===== config.mk =====
export PLATFORM = sky130hd
export DESIGN_NAME = hall_sensor_angle_speed_core
export DESIGN_NICKNAME = d
export VERILOG_FILES = /design/src/hdl/hsa_pkg.sv /design/src/hdl/hsa_div.sv /design/src/hdl/hall_sensor_angle_speed_core.sv
export SDC_FILE = /design/constraint.sdc
export NUM_CORES = 2
export LEC_CHECK = 0
export BUFFER_PORTS_ARGS = -buffer_cell sky130_fd_sc_hd__buf_4
export CAP_MARGIN = 25
export CORE_ASPECT_RATIO = 1.5
export CORE_MARGIN = 10
export CORE_UTILIZATION = 30
export CTS_CLUSTER_SIZE = 40
export DETAILED_ROUTE_END_ITERATION = 6
export PLACE_DENSITY = 0.52
export SYNTH_ARGS = -nofsm -noshare
export SYNTH_HDL_FRONTEND = slang
export SYNTH_SLANG_ARGS = --single-unit

===== constraint.sdc =====
create_clock -name clk -period 6.9 [get_ports clk]
set_input_delay 0.69 -clock clk [delete_from_list [all_inputs] [get_ports clk]]
set_output_delay 0.69 -clock clk [all_outputs]
set_load 0.01 [all_outputs]

===== src/hdl/hsa_pkg.sv =====
package hsa_pkg;

    localparam int PERIOD_DEPTH_DEF = 8;
    localparam int PER_W            = 33;   // signed period in the window
    localparam int CFG_AW           = 3;
    localparam int CFG_DW           = 32;
    localparam int IN_DW            = 56;
    localparam int OUT_DW           = 80;

    // register index
    localparam logic [CFG_AW-1:0] R_HALL_OFFSET = 3'd0;
    localparam logic [CFG_AW-1:0] R_MIN_PERIOD  = 3'd1;
    localparam logic [CFG_AW-1:0] R_MAX_PERIOD  = 3'd2;
    localparam logic [CFG_AW-1:0] R_DPP_FACTOR  = 3'd3;
    localparam logic [CFG_AW-1:0] R_COMP_DIV    = 3'd4;
    localparam logic [CFG_AW-1:0] R_PWM_FREQ    = 3'd5;
    localparam logic [CFG_AW-1:0] R_POLE_PAIRS  = 3'd6;
    localparam logic [CFG_AW-1:0] R_STALL_TMO   = 3'd7;

    // request kinds
    localparam logic [2:0] K_OVERFLOW = 3'd0;
    localparam logic [2:0] K_EDGE     = 3'd1;
    localparam logic [2:0] K_ANGLE    = 3'd2;
    localparam logic [2:0] K_SPEED    = 3'd3;
    localparam logic [2:0] K_CLEAR    = 3'd4;

    typedef enum logic [1:0] {
        OP_AVG   = 2'd0,
        OP_STEP  = 2'd1,
        OP_CATCH = 2'd2,
        OP_RPM   = 2'd3
    } div_op_t;

    typedef struct packed {
        logic        hit;
        logic        neg;
        logic [15:0] ang;
    } hall_dec_t;

    // sector angle at a transition, with direction
    function automatic hall_dec_t edge_decode(input logic [2:0] cur, input logic [2:0] pre);
        hall_dec_t d;
        d = '0;
        case (cur)
            3'd5: if (pre == 3'd4) d = '{1'b1, 1'b0, 16'd0};
                  else if (pre == 3'd1) d = '{1'b1, 1'b1, 16'd10922};
            3'd1: if (pre == 3'd5) d = '{1'b1, 1'b0, 16'd10922};
                  else if (pre == 3'd3) d = '{1'b1, 1'b1, 16'd21845};
            3'd3: if (pre == 3'd1) d = '{1'b1, 1'b0, 16'd21845};
                  else if (pre == 3'd2) d = '{1'b1, 1'b1, 16'd32767};
            3'd2: if (pre == 3'd3) d = '{1'b1, 1'b0, 16'd32767};
                  else if (pre == 3'd6) d = '{1'b1, 1'b1, 16'd43691};
            3'd6: if (pre == 3'd2) d = '{1'b1, 1'b0, 16'd43691};
                  else if (pre == 3'd4) d = '{1'b1, 1'b1, 16'd54614};
            3'd4: if (pre == 3'd6) d = '{1'b1, 1'b0, 16'd54614};
                  else if (pre == 3'd5) d = '{1'b1, 1'b1, 16'd0};
            default: d = '0;
        endcase
        return d;
    endfunction

    // sector centre used when re-seeding the angle
    function automatic hall_dec_t sector_center(input logic [2:0] cur);
        hall_dec_t d;
        d = '0;
        case (cur)
            3'd5:    d = '{1'b1, 1'b0, 16'd5461};
            3'd1:    d = '{1'b1, 1'b0, 16'd16383};
            3'd3:    d = '{1'b1, 1'b0, 16'd27306};
            3'd2:    d = '{1'b1, 1'b0, 16'd38230};
            3'd6:    d = '{1'b1, 1'b0, 16'd49153};
            3'd4:    d = '{1'b1, 1'b0, 16'd60075};
            default: d = '0;
        endcase
        return d;
    endfunction

endpackage


===== src/hdl/hsa_div.sv =====
module hsa_div
    import hsa_pkg::*;
#(
    parameter int DVW = 36,
    parameter int DSW = PER_W
)
(
    input  logic           clk,
    input  logic           rst_n,
    input  logic           start,
    input  logic [DVW-1:0] dividend,
    input  logic [DSW-1:0] divisor,
    output logic           done,
    output logic [DVW-1:0] quotient
);

    localparam int CW = $clog2(DVW + 1);

    logic [DVW-1:0] quo_reg;
    logic [DSW:0]   rem_reg;
    logic [DSW-1:0] dsr_reg;
    logic [CW-1:0]  cnt_reg;
    logic           busy_reg;
    logic           done_reg;

    logic [DSW:0]   rem_sh;
    logic           ge;

    // restoring division, one quotient bit per cycle
    assign rem_sh = {rem_reg[DSW-1:0], quo_reg[DVW-1]};
    assign ge     = rem_sh >= {1'b0, dsr_reg};

    always_ff @(posedge clk or negedge rst_n)
    begin
        if (!rst_n)
        begin
            busy_reg <= 1'b0;
            done_reg <= 1'b0;
            cnt_reg  <= '0;
        end
        else
        begin
            done_reg <= 1'b0;
            if (start)
            begin
                busy_reg <= 1'b1;
                cnt_reg  <= CW'(DVW);
            end
            else if (busy_reg)
            begin
                cnt_reg <= cnt_reg - 1'b1;
                if (cnt_reg == CW'(1))
                begin
                    busy_reg <= 1'b0;
                    done_reg <= 1'b1;
                end
            end
        end
    end

    always_ff @(posedge clk)
    begin
        if (start)
        begin
            quo_reg <= dividend;
            rem_reg <= '0;
            dsr_reg <= divisor;
        end
        else if (busy_reg)
        begin
            rem_reg <= ge ? (rem_sh - {1'b0, dsr_reg}) : rem_sh;
            quo_reg <= {quo_reg[DVW-2:0], ge};
        end
    end

    assign done     = done_reg;
    assign quotient = quo_reg;

endmodule


===== src/hdl/hall_sensor_angle_speed_core.sv =====
// channel   dir  signals                          content
// s_axis    in   tvalid tready tdata[55:0] tuser  hall request, tuser = kind
// m_axis    out  tvalid tready tdata[79:0]        one result per request
// cfg       in   cfg_we cfg_addr cfg_wdata        register write, no read-back
//
// Overflow, angle, clear and unknown requests pass through S_EXEC and S_DONE to the
// output register. A hall edge with a used period divides once (window average by shift)
// on a DVW-bit dividend (DVW = 33 + log2 PERIOD_DEPTH, 36 by default); a zero window
// average skips the divide. An operable speed task divides twice.
// Reset clears estimator and config state; window reads zero via per-entry valid bits.
// s_axis_tready is high only in idle; a stalled result stays in the output register
// while the next request is taken. PERIOD_DEPTH must be a power of two.
module hall_sensor_angle_speed_core
    import hsa_pkg::*;
#(
    parameter int PERIOD_DEPTH = PERIOD_DEPTH_DEF
)
(
    input  logic              clk,
    input  logic              rst_n,
    input  logic              s_axis_tvalid,
    output logic              s_axis_tready,
    // hall_bits[2:0], capture_count[18:3], now_ms[50:19],
    // motor_started[51], speed_ref_negative[52], zero fill
    input  logic [IN_DW-1:0]  s_axis_tdata,
    // kind[2:0]
    input  logic [2:0]        s_axis_tuser,
    output logic              m_axis_tvalid,
    input  logic              m_axis_tready,
    // angle_e[15:0], mech_speed_rpm[31:16], speed_dpp[47:32],
    // direction_negative[48], valid_res[49], error_count[57:50],
    // stall_count[73:58], zero fill
    output logic [OUT_DW-1:0] m_axis_tdata,
    input  logic              cfg_we,
    input  logic [CFG_AW-1:0] cfg_addr,
    input  logic [CFG_DW-1:0] cfg_wdata
);

    localparam int IDXW  = (PERIOD_DEPTH > 1) ? $clog2(PERIOD_DEPTH) : 1;
    localparam int FILLW = $clog2(PERIOD_DEPTH + 1);
    localparam int TW    = PER_W + IDXW;
    localparam int DVW   = TW;

    typedef enum logic [8:0] {
        S_IDLE = 9'b000000001,
        S_EXEC = 9'b000000010,
        S_WIN  = 9'b000000100,
        S_DIV  = 9'b000001000,
        S_SPD  = 9'b000010000,
        S_MUL  = 9'b000100000,
        S_RPM  = 9'b001000000,
        S_DONE = 9'b010000000,
        S_SPR  = 9'b100000000
    } state_t;

    // configuration
    logic [15:0] off_reg;
    logic [31:0] minp_reg;
    logic [31:0] maxp_reg;
    logic [30:0] dpp_reg;
    logic [7:0]  cdiv_reg;
    logic [15:0] pwm_reg;
    logic [6:0]  pp_reg;
    logic [15:0] tmo_reg;

    // latched request
    logic [2:0]  kind_reg;
    logic [2:0]  bits_reg;
    logic [15:0] cap_reg;
    logic [31:0] now_reg;
    logic        run_reg;
    logic        negref_reg;

    // estimator state
    state_t                  state_reg;
    logic [2:0]              hall_reg;
    logic                    dir_reg;
    logic [15:0]             meas_reg;
    logic [15:0]             angle_reg;
    logic [15:0]             cu_reg;
    logic [15:0]             ovf_reg;
    logic signed [TW-1:0]    total_reg;
    logic [IDXW-1:0]         idx_reg;
    logic [FILLW-1:0]        fill_reg;
    logic                    first_reg;
    logic signed [15:0]      avg_reg;
    logic [31:0]             last_ms_reg;
    logic                    oper_reg;
    logic [7:0]              err_reg;
    logic [15:0]             stall_reg;
    logic signed [15:0]      rpm_reg;

    // work registers
    logic [31:0]             period_reg;
    logic                    vstart_reg;
    logic signed [32:0]      prod_reg;
    logic [DVW-1:0]          dvd_reg;
    logic [PER_W-1:0]        dsr_reg;
    logic                    dstart_reg;
    logic                    dneg_reg;
    div_op_t                 op_reg;

    logic signed [PER_W-1:0] win_mem [PERIOD_DEPTH];
    logic signed [PER_W-1:0] rd_reg;
    logic [PERIOD_DEPTH-1:0] vld_reg;

    logic                    m_valid_reg;
    logic [OUT_DW-1:0]       m_data_reg;

    logic                    div_done;
    logic [DVW-1:0]          div_q;

    // combinational helpers
    hall_dec_t               edec;
    hall_dec_t               sdec;
    logic                    stall_hit;
    logic                    do_clear;
    logic signed [PER_W-1:0] sp;
    logic signed [PER_W-1:0] old_p;
    logic signed [TW-1:0]    total_new;
    logic [FILLW-1:0]        fill_new;
    logic                    use_last;
    logic [DVW-1:0]          total_mag;
    logic [DVW-1:0]          avg_mag;
    logic [15:0]             delta;
    logic [15:0]             delta_mag;
    logic signed [38:0]      v60;
    logic [38:0]             v_mag;
    logic [15:0]             q_sat;
    logic                    in_acc;

    hsa_div #(
        .DVW (DVW),
        .DSW (PER_W)
    ) u_div (
        .clk      (clk),
        .rst_n    (rst_n),
        .start    (dstart_reg),
        .dividend (dvd_reg),
        .divisor  (dsr_reg),
        .done     (div_done),
        .quotient (div_q)
    );

    assign in_acc = s_axis_tvalid && s_axis_tready;

    always_comb
    begin
        edec      = edge_decode(bits_reg, hall_reg);
        sdec      = sector_center(bits_reg);
        stall_hit = run_reg && oper_reg &&
                    ((first_reg && ((now_reg - last_ms_reg) >= {16'd0, tmo_reg})) ||
                     (!negref_reg && (avg_reg < 0)) || (negref_reg && (avg_reg > 0)));
        do_clear  = (state_reg == S_EXEC) &&
                    ((kind_reg == K_CLEAR) || ((kind_reg == K_SPEED) && stall_hit));

        sp        = dir_reg ? -$signed({1'b0, period_reg}) : $signed({1'b0, period_reg});
        old_p     = vld_reg[idx_reg] ? rd_reg : '0;
        total_new = total_reg - TW'(old_p) + TW'(sp);
        fill_new  = (fill_reg == FILLW'(PERIOD_DEPTH)) ? fill_reg : fill_reg + 1'b1;
        use_last  = (fill_new != FILLW'(PERIOD_DEPTH)) || (period_reg >= maxp_reg);
        total_mag = total_new[TW-1] ? DVW'(-total_new) : DVW'(total_new);
        // window average, truncated toward zero
        avg_mag   = total_mag >> IDXW;

        delta     = meas_reg - angle_reg;
        delta_mag = delta[15] ? (16'd0 - delta) : delta;

        v60       = (39'(prod_reg) <<< 6) - (39'(prod_reg) <<< 2);
        v_mag     = v60[38] ? 39'(-v60) : 39'(v60);

        // saturate the signed quotient to 16 bits
        if (dneg_reg)
            q_sat = (div_q > DVW'(32768)) ? 16'h8000 : (16'd0 - div_q[15:0]);
        else
            q_sat = (div_q > DVW'(32767)) ? 16'h7fff : div_q[15:0];
    end

    always_ff @(posedge clk or negedge rst_n)
    begin
        if (!rst_n)
        begin
            off_reg  <= '0;
            minp_reg <= '0;
            maxp_reg <= '0;
            dpp_reg  <= 31'd1;
            cdiv_reg <= 8'd1;
            pwm_reg  <= 16'd16000;
            pp_reg   <= 7'd4;
            tmo_reg  <= 16'd500;
        end
        else if (cfg_we)
        begin
            unique case (cfg_addr)
                R_HALL_OFFSET: off_reg  <= cfg_wdata[15:0];
                R_MIN_PERIOD:  minp_reg <= cfg_wdata;
                R_MAX_PERIOD:  maxp_reg <= cfg_wdata;
                R_DPP_FACTOR:  dpp_reg  <= cfg_wdata[30:0];
                R_COMP_DIV:    cdiv_reg <= cfg_wdata[7:0];
                R_PWM_FREQ:    pwm_reg  <= cfg_wdata[15:0];
                R_POLE_PAIRS:  pp_reg   <= cfg_wdata[6:0];
                R_STALL_TMO:   tmo_reg  <= cfg_wdata[15:0];
                default:       ;
            endcase
        end
    end

    // period window memory
    always_ff @(posedge clk)
    begin
        if (state_reg == S_WIN)
            win_mem[idx_reg] <= sp;
        rd_reg <= win_mem[idx_reg];
    end

    always_ff @(posedge clk)
    begin
        if (in_acc)
        begin
            kind_reg   <= s_axis_tuser;
            bits_reg   <= s_axis_tdata[2:0];
            cap_reg    <= s_axis_tdata[18:3];
            now_reg    <= s_axis_tdata[50:19];
            run_reg    <= s_axis_tdata[51];
            negref_reg <= s_axis_tdata[52];
        end
        if (state_reg == S_DONE && (!m_valid_reg || m_axis_tready))
        begin
            m_data_reg <= {6'd0, stall_reg, err_reg,
                           (kind_reg == K_SPEED) ? vstart_reg : oper_reg,
                           dir_reg, avg_reg, rpm_reg, angle_reg};
        end
    end

    always_ff @(posedge clk or negedge rst_n)
    begin
        if (!rst_n)
        begin
            state_reg   <= S_IDLE;
            hall_reg    <= '0;
            dir_reg     <= 1'b0;
            meas_reg    <= '0;
            angle_reg   <= '0;
            cu_reg      <= '0;
            ovf_reg     <= '0;
            total_reg   <= '0;
            idx_reg     <= '0;
            fill_reg    <= '0;
            first_reg   <= 1'b0;
            avg_reg     <= '0;
            last_ms_reg <= '0;
            oper_reg    <= 1'b1;
            err_reg     <= '0;
            stall_reg   <= '0;
            rpm_reg     <= '0;
            vld_reg     <= '0;
            period_reg  <= '0;
            vstart_reg  <= 1'b0;
            prod_reg    <= '0;
            dvd_reg     <= '0;
            dsr_reg     <= '0;
            dstart_reg  <= 1'b0;
            dneg_reg    <= 1'b0;
            op_reg      <= OP_AVG;
            m_valid_reg <= 1'b0;
        end
        else
        begin
            dstart_reg <= 1'b0;
            if (m_valid_reg && m_axis_tready)
                m_valid_reg <= 1'b0;

            unique case (state_reg)
                S_IDLE:
                begin
                    if (in_acc)
                        state_reg <= S_EXEC;
                end
                S_EXEC:
                begin
                    state_reg  <= S_DONE;
                    vstart_reg <= oper_reg;
                    case (kind_reg)
                        K_OVERFLOW:
                        begin
                            if (ovf_reg != 16'hffff)
                                ovf_reg <= ovf_reg + 1'b1;
                        end
                        K_EDGE:
                        begin
                            hall_reg    <= bits_reg;
                            last_ms_reg <= now_reg;
                            ovf_reg     <= '0;
                            if (edec.hit)
                            begin
                                dir_reg  <= edec.neg;
                                meas_reg <= off_reg + edec.ang;
                            end
                            else if (bits_reg == 3'd0 || bits_reg == 3'd7)
                            begin
                                if (err_reg != 8'hff)
                                    err_reg <= err_reg + 1'b1;
                            end
                            if (!first_reg)
                                first_reg <= 1'b1;
                            else
                            begin
                                period_reg <= {ovf_reg, cap_reg};
                                if ({ovf_reg, cap_reg} >= minp_reg)
                                    state_reg <= S_WIN;
                            end
                        end
                        K_ANGLE:
                        begin
                            if (oper_reg)
                            begin
                                meas_reg  <= meas_reg + avg_reg;
                                angle_reg <= angle_reg + avg_reg + cu_reg;
                            end
                        end
                        K_SPEED:
                        begin
                            if (oper_reg)
                            begin
                                state_reg <= S_SPD;
                                if (stall_hit && stall_reg != 16'hffff)
                                    stall_reg <= stall_reg + 1'b1;
                            end
                        end
                        default: ;
                    endcase

                    if (do_clear)
                    begin
                        ovf_reg     <= '0;
                        cu_reg      <= '0;
                        dir_reg     <= 1'b0;
                        total_reg   <= '0;
                        idx_reg     <= '0;
                        fill_reg    <= '0;
                        first_reg   <= 1'b0;
                        avg_reg     <= '0;
                        vld_reg     <= '0;
                        last_ms_reg <= now_reg;
                        hall_reg    <= bits_reg;
                        if (sdec.hit)
                        begin
                            oper_reg  <= 1'b1;
                            err_reg   <= 8'd0;
                            angle_reg <= off_reg + sdec.ang;
                            meas_reg  <= off_reg + sdec.ang;
                        end
                        else
                        begin
                            oper_reg <= 1'b0;
                            err_reg  <= 8'd1;
                            meas_reg <= angle_reg;
                        end
                    end
                end
                S_WIN:
                begin
                    total_reg        <= total_new;
                    vld_reg[idx_reg] <= 1'b1;
                    idx_reg          <= (idx_reg == IDXW'(PERIOD_DEPTH - 1)) ? '0
                                        : idx_reg + 1'b1;
                    fill_reg         <= fill_new;
                    if (use_last)
                    begin
                        dvd_reg    <= DVW'(dpp_reg);
                        dsr_reg    <= (period_reg == 32'd0) ? PER_W'(1) : PER_W'(period_reg);
                        dneg_reg   <= dir_reg;
                        op_reg     <= OP_STEP;
                        dstart_reg <= 1'b1;
                        state_reg  <= S_DIV;
                    end
                    else if (avg_mag == '0)
                    begin
                        avg_reg   <= '0;
                        state_reg <= S_DONE;
                    end
                    else
                    begin
                        dvd_reg    <= DVW'(dpp_reg);
                        dsr_reg    <= PER_W'(avg_mag);
                        dneg_reg   <= total_new[TW-1];
                        op_reg     <= OP_STEP;
                        dstart_reg <= 1'b1;
                        state_reg  <= S_DIV;
                    end
                end
                S_DIV:
                begin
                    if (div_done)
                    begin
                        unique case (op_reg)
                            OP_STEP:
                            begin
                                avg_reg   <= q_sat;
                                state_reg <= S_DONE;
                            end
                            OP_CATCH:
                            begin
                                cu_reg    <= dneg_reg ? (16'd0 - div_q[15:0]) : div_q[15:0];
                                state_reg <= S_MUL;
                            end
                            OP_RPM:
                            begin
                                rpm_reg   <= q_sat;
                                state_reg <= S_DONE;
                            end
                            default: state_reg <= S_DONE;
                        endcase
                    end
                end
                S_SPD:
                begin
                    // catch-up: angle error over the compensation divider
                    dvd_reg    <= DVW'(delta_mag);
                    dsr_reg    <= (cdiv_reg == 8'd0) ? PER_W'(1) : PER_W'(cdiv_reg);
                    dneg_reg   <= delta[15];
                    op_reg     <= OP_CATCH;
                    dstart_reg <= 1'b1;
                    state_reg  <= S_DIV;
                end
                S_MUL:
                begin
                    prod_reg  <= avg_reg * $signed({1'b0, pwm_reg});
                    state_reg <= S_RPM;
                end
                S_RPM:
                begin
                    dvd_reg    <= DVW'(v_mag[38:16]);
                    dsr_reg    <= (pp_reg == 7'd0) ? PER_W'(1) : PER_W'(pp_reg);
                    dneg_reg   <= v60[38];
                    op_reg     <= OP_RPM;
                    dstart_reg <= 1'b1;
                    state_reg  <= S_DIV;
                end
                S_DONE:
                begin
                    if (!m_valid_reg || m_axis_tready)
                    begin
                        m_valid_reg <= 1'b1;
                        state_reg   <= S_IDLE;
                    end
                end
                S_SPR:
                begin
                    state_reg <= S_IDLE;
                end
                default: state_reg <= S_IDLE;
            endcase
        end
    end

    assign s_axis_tready = (state_reg == S_IDLE);
    assign m_axis_tvalid = m_valid_reg;
    assign m_axis_tdata  = m_data_reg;

`ifndef SYNTHESIS
    a_fill_bound: assert property (@(posedge clk) disable iff (!rst_n)
        fill_reg <= FILLW'(PERIOD_DEPTH))
        else $error("window fill beyond depth");

    a_busy_after_req: assert property (@(posedge clk) disable iff (!rst_n)
        in_acc |=> !s_axis_tready)
        else $error("request taken while busy");

    a_div_done_owner: assert property (@(posedge clk) disable iff (!rst_n)
        div_done |-> state_reg == S_DIV)
        else $error("divider done outside divide wait");

    a_inoperable_err: assert property (@(posedge clk) disable iff (!rst_n)
        !oper_reg |-> err_reg != 8'd0)
        else $error("inoperable without error count");
`endif

endmodule


After elaboration in Yosys (flattened, before gate mapping)
Memory sizes are Yosys's and may differ from the RTL's. A register that Yosys moved wholly into a read port is not among the register bits.
Cells that the tools add are included.
{"block": "classes", "n_mux": 120, "n_mul": 1, "eq_ne": 55, "n_bitwise": 1, "n_reduce_logical": 61, "magnitude_cmp": 10, "n_shift": 0, "n_addsub": 22, "div_mod_pow": 0}
{"operator": "two-way mux 16 bit", "n": 22}
{"operator": "two-way mux 18 bit", "n": 12}
{"operator": "two-way mux 36 bit", "n": 6}
{"operator": "case mux 18 bit (6 select lines)", "n": 2}
{"operator": "two-way mux 33 bit", "n": 5}
{"operator": "case mux 36 bit (3 select lines)", "n": 1}
{"operator": "two-way mux 8 bit", "n": 13}
{"operator": "case mux 33 bit (3 select lines)", "n": 1}
{"operator": "two-way mux 32 bit", "n": 3}
{"operator": "case mux 16 bit (2 select lines)", "n": 3}
{"operator": "adder 16 bit", "n": 5}
{"operator": "case mux 36 bit (2 select lines)", "n": 1}
{"operator": ">= comparator 32 bit", "n": 2}
{"operator": "case mux 9 bit (7 select lines)", "n": 1}
{"operator": "case mux 16 bit (3 select lines)", "n": 1}
{"operator": "== test 3 bit, second input constant", "n": 13}
{"operator": "two-way mux 39 bit", "n": 1}
{"operator": "negator 39 bit", "n": 1}
{"operator": "subtractor 39 x 35 -> 39 bit", "n": 1}
{"operator": "adder 36 x 33 -> 36 bit", "n": 1}
{"operator": "> comparator 36 x 15 -> 1 bit, second input constant", "n": 1}
{"operator": "> comparator 36 x 16 -> 1 bit, second input constant", "n": 1}
{"operator": "zero test 36 bit", "n": 1}
{"operator": "negator 36 bit", "n": 1}
{"operator": "69 further kinds", "n": 171}
{"block": "word_totals", "mem_bits_ro": 0, "latchBits": 0, "in_bits": 99, "memories": 1, "ram_bits": 264, "reg_bits": 756, "wordCells": 319, "output_inout_bits": 82}
{"name": "win_mem", "depth": 8, "width": 33, "read_ports": 1, "rd_ports_with_merged_regs": 1, "wr": 1, "line": "hall_sensor_angle_speed_core.sv:103", "rtl": "logic signed [PER_W-1:0] win_mem [PERIOD_DEPTH];"}

Longest topological paths before layout
{"block": "logic_depth", "ltp_word": 11, "ltp_mapped": 29, "mapped_depth_nobuf": 27}

Cells and area by module
A second synthesis with hierarchy kept.
{"block": "unflattened", "hier_cells": 6572, "area_unflattened_um2": 66561.3}
{"mod": "hall_sensor_angle_speed_core", "area_per_inst_um2": 60125.2, "cells_per_inst": 5946, "instances": 1, "seq_area_each_um2": 25275.5}
{"mod": "hsa_div", "area_per_inst_um2": 6436.2, "cells_per_inst": 626, "instances": 1, "seq_area_each_um2": 2932.8}

Worst setup path after synthesis
Ideal clock, no wire load.
{"block": "synth_path", "path_kind": "register to register", "start": "register idx_reg[1]", "end": "register avg_reg[14]", "stages_incl_launch_ff": 25, "setup_slack_ns": -0.490, "required_time_ns": 6.770, "setup_ns": 0.130, "n_path_buf": 4, "arrival_time_ns": 7.259, "period_less_slack_ns": 7.390, "path_cell_list": "dfrtp_1 clkbuf_1 mux4_2 mux2i_1 clkbuf_1 nor2b_1 fa_1 inv_1 ha_1 a211o_1 a2111o_1 nand2_1 xor2_1 nand4_2 or3_1 or4_1 clkbuf_1 or4_4 a2111oi_4 o2111ai_1 nor4_4 nor2_2 a211o_1 buf_2 o2bb2ai_1"}
{"block": "synth_between", "elab_chain_cells": 10}
{"element": "start, declared", "line": "hall_sensor_angle_speed_core.sv:83", "rtl": "logic [IDXW-1:0] idx_reg;"}
{"element": "start signal, assigned", "line": "hall_sensor_angle_speed_core.sv:365", "rtl": "idx_reg <= (idx_reg == IDXW'(PERIOD_DEPTH - 1)) ? '0"}
{"element": "binary-select mux 1 bit (select 3 bit) (*)", "line": "hall_sensor_angle_speed_core.sv:158", "rtl": "old_p = vld_reg[idx_reg] ? rd_reg : '0;"}
{"element": "two-way mux 1 bit (implied by the code) (*)", "line": "hall_sensor_angle_speed_core.sv:158"}
{"element": "two-way mux 33 bit (*)", "line": "hall_sensor_angle_speed_core.sv:158"}
{"element": "subtractor 36 x 33 -> 36 bit (*)", "line": "hall_sensor_angle_speed_core.sv:159", "rtl": "total_new = total_reg - TW'(old_p) + TW'(sp);"}
{"element": "adder 36 x 33 -> 36 bit (*)", "line": "hall_sensor_angle_speed_core.sv:159"}
{"element": "negator 36 bit", "line": "hall_sensor_angle_speed_core.sv:162", "rtl": "total_mag = total_new[TW-1] ? DVW'(-total_new) : DVW'(total_new);"}
{"element": "two-way mux 36 bit (*)", "line": "hall_sensor_angle_speed_core.sv:162"}
{"element": "zero test 36 bit (*)", "line": "hall_sensor_angle_speed_core.sv:377", "rtl": "else if (avg_mag == '0)"}
{"element": "!= test 2 x 1 -> 1 bit (no line) (*)"}
{"element": "AND reduction 6 bit (no line) (*)"}
{"element": "end signal, assigned", "line": "hall_sensor_angle_speed_core.sv:399", "rtl": "avg_reg <= q_sat;"}
{"element": "end, declared", "line": "hall_sensor_angle_speed_core.sv:86", "rtl": "logic signed [15:0] avg_reg;"}
Mark *: on every way between the ends. The rest lies on a longest branch, timed or not. The select of a mux whose other input is x is not followed.
A chain may end at the register's enable or synchronous reset.

Worst setup path in the final report
{"block": "layout_path", "start": "register period_reg[5]", "end": "register avg_reg[10]"}
{"block": "layout_between", "elab_chain_cells": 8, "elab_cells_between_ends": 11, "classes_between": "add/sub: 3; order compare: 1; eq/ne: 2; mux: 2; reduce/logical: 3"}
{"element": "start, declared", "line": "hall_sensor_angle_speed_core.sv:94", "rtl": "logic [31:0] period_reg;"}
{"element": "start signal, assigned", "line": "hall_sensor_angle_speed_core.sv:308", "rtl": "period_reg <= {ovf_reg, cap_reg};"}
{"element": "negator 32 -> 33 bit", "line": "hall_sensor_angle_speed_core.sv:157", "rtl": "sp = dir_reg ? -$signed({1'b0, period_reg}) : $signed({1'b0, period_reg});"}
{"element": "two-way mux 33 bit", "line": "hall_sensor_angle_speed_core.sv:157"}
{"element": "adder 36 x 33 -> 36 bit", "line": "hall_sensor_angle_speed_core.sv:159"}
{"element": "negator 36 bit", "line": "hall_sensor_angle_speed_core.sv:162"}
{"element": "two-way mux 36 bit", "line": "hall_sensor_angle_speed_core.sv:162"}
{"element": "zero test 36 bit", "line": "hall_sensor_angle_speed_core.sv:377"}
{"element": "!= test 2 x 1 -> 1 bit (no line)"}
{"element": "AND reduction 6 bit (no line) (*)"}
Mark *: on every way between the ends. The rest lies on a longest branch, timed or not.

==> flow_summary_export.csv <==
group,metric,value,unit
status,status,"complete, but fails checks",
status,failed_checks,"DRC",
worst_hold_path,hold_class,"input port to register",
power_and_ir_drop,combPwrFrac,65.7,%
timing,slew_headroom,31.13,%
worst_setup_path,ff2ff_path_depth,28,
worst_setup_path,cp.arrival,7530,ps
global_route,grt_pass1_vias,51200,
worst_hold_path,hold_path_depth,1,
logic_synthesis,ys_warn_count,0,
power_and_ir_drop,p_seq_share,19.4,%
timing,clock.fmax,145.2,MHz
power_and_ir_drop,power_frac_clock,15.0,%
global_route,grt_use_total,16.89,%
routing,drt_iter0_markers,3332,
finish,top_register,"win_mem",
worst_hold_path,min_from,"s_axis_tdata[11]",
power_and_ir_drop,p_sw_share,43.96,%
clocking,cts_buffer_depth,3,
logic_synthesis,avgSynthCellArea,10.16,sq um
logic_synthesis,synth-seq-cells,1047,
placement,io_buffers,171,
power_and_ir_drop,vdd_drop_max,0.0007005,V
worst_setup_path,ff2ff_setup_slack,10,ps
logic_synthesis,yosysUniqueCellTypes,94,
routing,vias_per_cell,5.043,
finish,area_growth,19.21,%
worst_setup_path,reg2reg_from,"period_reg[5]",
timing,setup_tns,0,ps
timing,period_share,99.84,%
placement,place_congestion,0.9012,
logic_synthesis,synth_ff_type,"dfrtp_1",
global_route,antenna_found_initial,18,
finish,mostFrequentLayoutCell,"inv_1",
timing,fin_hold_ws,89.66,ps
power_and_ir_drop,p_leak,34.28,nW
timing,slew_violations,0,
finish,largest_register_ff_count,264,
routing,ant_nets,0,
power_and_ir_drop,powerDensity,533.2,nW/um^2
worst_setup_path,path_class,"register to register",
finish,stdcell_area,78150,sq um
routing,drc,4,
floorplan,fp.dieW,401.7,um
floorplan,num_rows,210,
global_route,grt_max_degree,152,
worst_setup_path,worstSetupStartpointType,"register",
worst_setup_path,critPathMaxFanout,8,
routing,vias,50000,
clocking,htree_levels,3,
clocking,clk_latency,780,ps
logic_synthesis,yosysSeqAreaShare,43.03,%
worst_hold_path,whs_endpoint,"cap_reg[8]",
routing,detail_route.wirelength,207800,um
clocking,root_buffer,"clkbuf_16",
placement,placed_cell_area,72970,sq um
finish,final_cell_mix,"inv_1, nand2_1, buf_4, dfrtp_1, edfxtp_1",
timing,setup_violations,0,
logic_synthesis,synthCells,6453,
logic_synthesis,async_reset_ff_share,49.47,%
clocking,cts_buffers,110,
placement,dp_hpwl,157200,um
run,drv_cap,0,
power_and_ir_drop,p_sw,18.32,mW
floorplan,core_area,217800,sq um
clocking,cts.clk_slew.worst_paths,60,ps
timing,rsz0062_at_grt,"true",
worst_setup_path,end_kind,"register",
global_route,grt_overflow,0,
timing,skew,58.77,ps
floorplan,die_y,592.5,um
floorplan,io_pins,181,
logic_synthesis,syn_area,65550,sq um
logic_synthesis,synth_edf_count,463,
clocking,clock_sinks,1047,
global_route,grt_pass1_wl,312400,um
timing,period_minus_slack,6889,ps
finish,layout.nets,7721,
timing,timing_hold_violations_final,0,
floorplan,start_util,30.09,%
routing,wl_per_cell,20.96,um
finish,drive_above_1_share,17.54,%
power_and_ir_drop,internal_power,23.35,mW
worst_setup_path,critPathRequiredTime,7540,ps
worst_setup_path,r2r_end,"avg_reg[10]",
worst_setup_path,slowest_stage,"fa_1",
worst_setup_path,max_stage_delay,560,ps
worst_setup_path,path_common_cell,"buf_4",
routing,firstDrtPassIters,7,
floorplan,die_area,238000,sq um
timing,worst_pin_slew,1029,ps
clocking,cts_tree,"done",
==> synth_stat cells, drive strengths merged, types with 42 or more instances <==
| master | count | share of area, % |
|---|---|---|
| a31oi | 44 | 0.42 |
| nor2 | 377 | 2.2 |
| a22oi | 151 | 1.7 |
| nand2b | 60 | 0.57 |
| a21oi | 277 | 2.1 |
| nand4 | 83 | 0.80 |
| mux2i | 65 | 0.99 |
| a211oi | 62 | 0.71 |
| nor2b | 97 | 0.93 |
| xor2 | 152 | 2.0 |
| nand3 | 83 | 0.63 |
| fa | 251 | 7.7 |
| or3 | 43 | 0.41 |
| ha | 421 | 8.0 |
| nand2 | 631 | 3.6 |
| a21o | 116 | 1.3 |
| inv | 682 | 3.9 |
| o31ai | 44 | 0.50 |
| and2 | 130 | 1.2 |
| mux2 | 169 | 2.9 |
| nor4 | 42 | 0.42 |
| clkbuf | 244 | 1.4 |
| o21ai | 392 | 3.0 |
| dfrtp | 501 | 19 |
| xnor2 | 175 | 2.3 |
| dfxtp | 66 | 2.0 |
| nor3 | 96 | 0.73 |
| edfxtp | 463 | 21 |
==> metrics by stage <==
| step | worst slack, ps | util (%) | cells | total power, mW |
|---|---|---|---|---|
| global route | -168.9 | 35.87 | 9910 | 44.30 |
| CTS | -12.12 | 35.37 | 9875 | 39.87 |
| floorplan | 29.85 | - | 6458 | 22.21 |
| detailed placement | -404.6 | 33.50 | 9646 | 32.95 |
| finish | 10.90 | 35.88 | 9914 | 41.67 |
| global placement | -407.7 | 33.45 | 9638 | 32.73 |
==> cells by family after synthesis <==
| logic type | Yosys count | synth area share (%) |
|---|---|---|
| and+or+nand+nor | 1784 | 13.12 |
| AOI/OAI and AO/OA | 1437 | 14.33 |
| DFF | 1047 | 43.03 |
| buffers and inverters | 949 | 5.476 |
| adders and majority gates | 672 | 15.70 |
| xor gates and xnor gates | 327 | 4.369 |
| muxes | 236 | 3.964 |
| other | 1 | 0.005721 |
==> timing repair <==
item | 4_1_cts | 5_1_grt
buffers inserted | 17 | 29
cloned | 2 | 3
resized for setup | 37 | 155
pin swaps | 10 | 84
hold buffers | 1 | 0
endpoints found under the setup margin | 89 | 113
hold endpoints to repair | 35 | 0
==> worst max-delay path by stage <==
stage                  start          end  depth (start not counted)
2_1_floorplan     idx_reg[1]  avg_reg[14]                         24
3_5_place_dp   period_reg[9]   avg_reg[1]                         28
6_report       period_reg[5]  avg_reg[10]                         28
4_1_cts        period_reg[9]  dsr_reg[11]                         30
5_1_grt        period_reg[7]  avg_reg[10]                         29
3_3_place_gp   period_reg[9]   avg_reg[1]                         28
==> power groups by stage <==
stage / Combinational (mW) / Sequential, mW / Clock, mW
floorplan: 14.3 / 7.93 / 0
global placement: 24.5 / 8.18 / 0
detailed placement: 24.8 / 8.20 / 0
CTS: 25.4 / 8.08 / 6.38
global route: 29.5 / 8.16 / 6.61
finish: 27.4 / 8.08 / 6.23
==> area by class of cell <==
class	count	area [sq um]
clock inverter	72	787.0
inverter	683	2564
fill	21750	139700
antenna	5	12.51
multi-input combinational	4462	34810
sequential	1047	28230
clock buffer	137	2945
tap	2862	3581
timing repair buffer	646	5215
==> per-layer routing <==
layer / share of wire, % / up-vias / GRT usage, %
met5: 0 / - / 0
met4: 3.9 / 0 / 6.525
met3: 4.1 / 370 / 1.696
met2: 50 / 1185 / 30.40
met1: 42 / 24830 / 20.68
li1: - / 23610 / -
==> critical path: cells and delay by family (launching register included) <==
kind | cells | cell delay [ps]
AND/OR/NAND/NOR | 8 | 1930
flip-flops | 1 | 390
adder cells (fa/ha/maj) | 2 | 770
buffers and inverters | 7 | 1110
AO/OA/AOI/OAI | 10 | 2410
XOR/XNOR | 1 | 140
(Power assumes the default switching activity.)
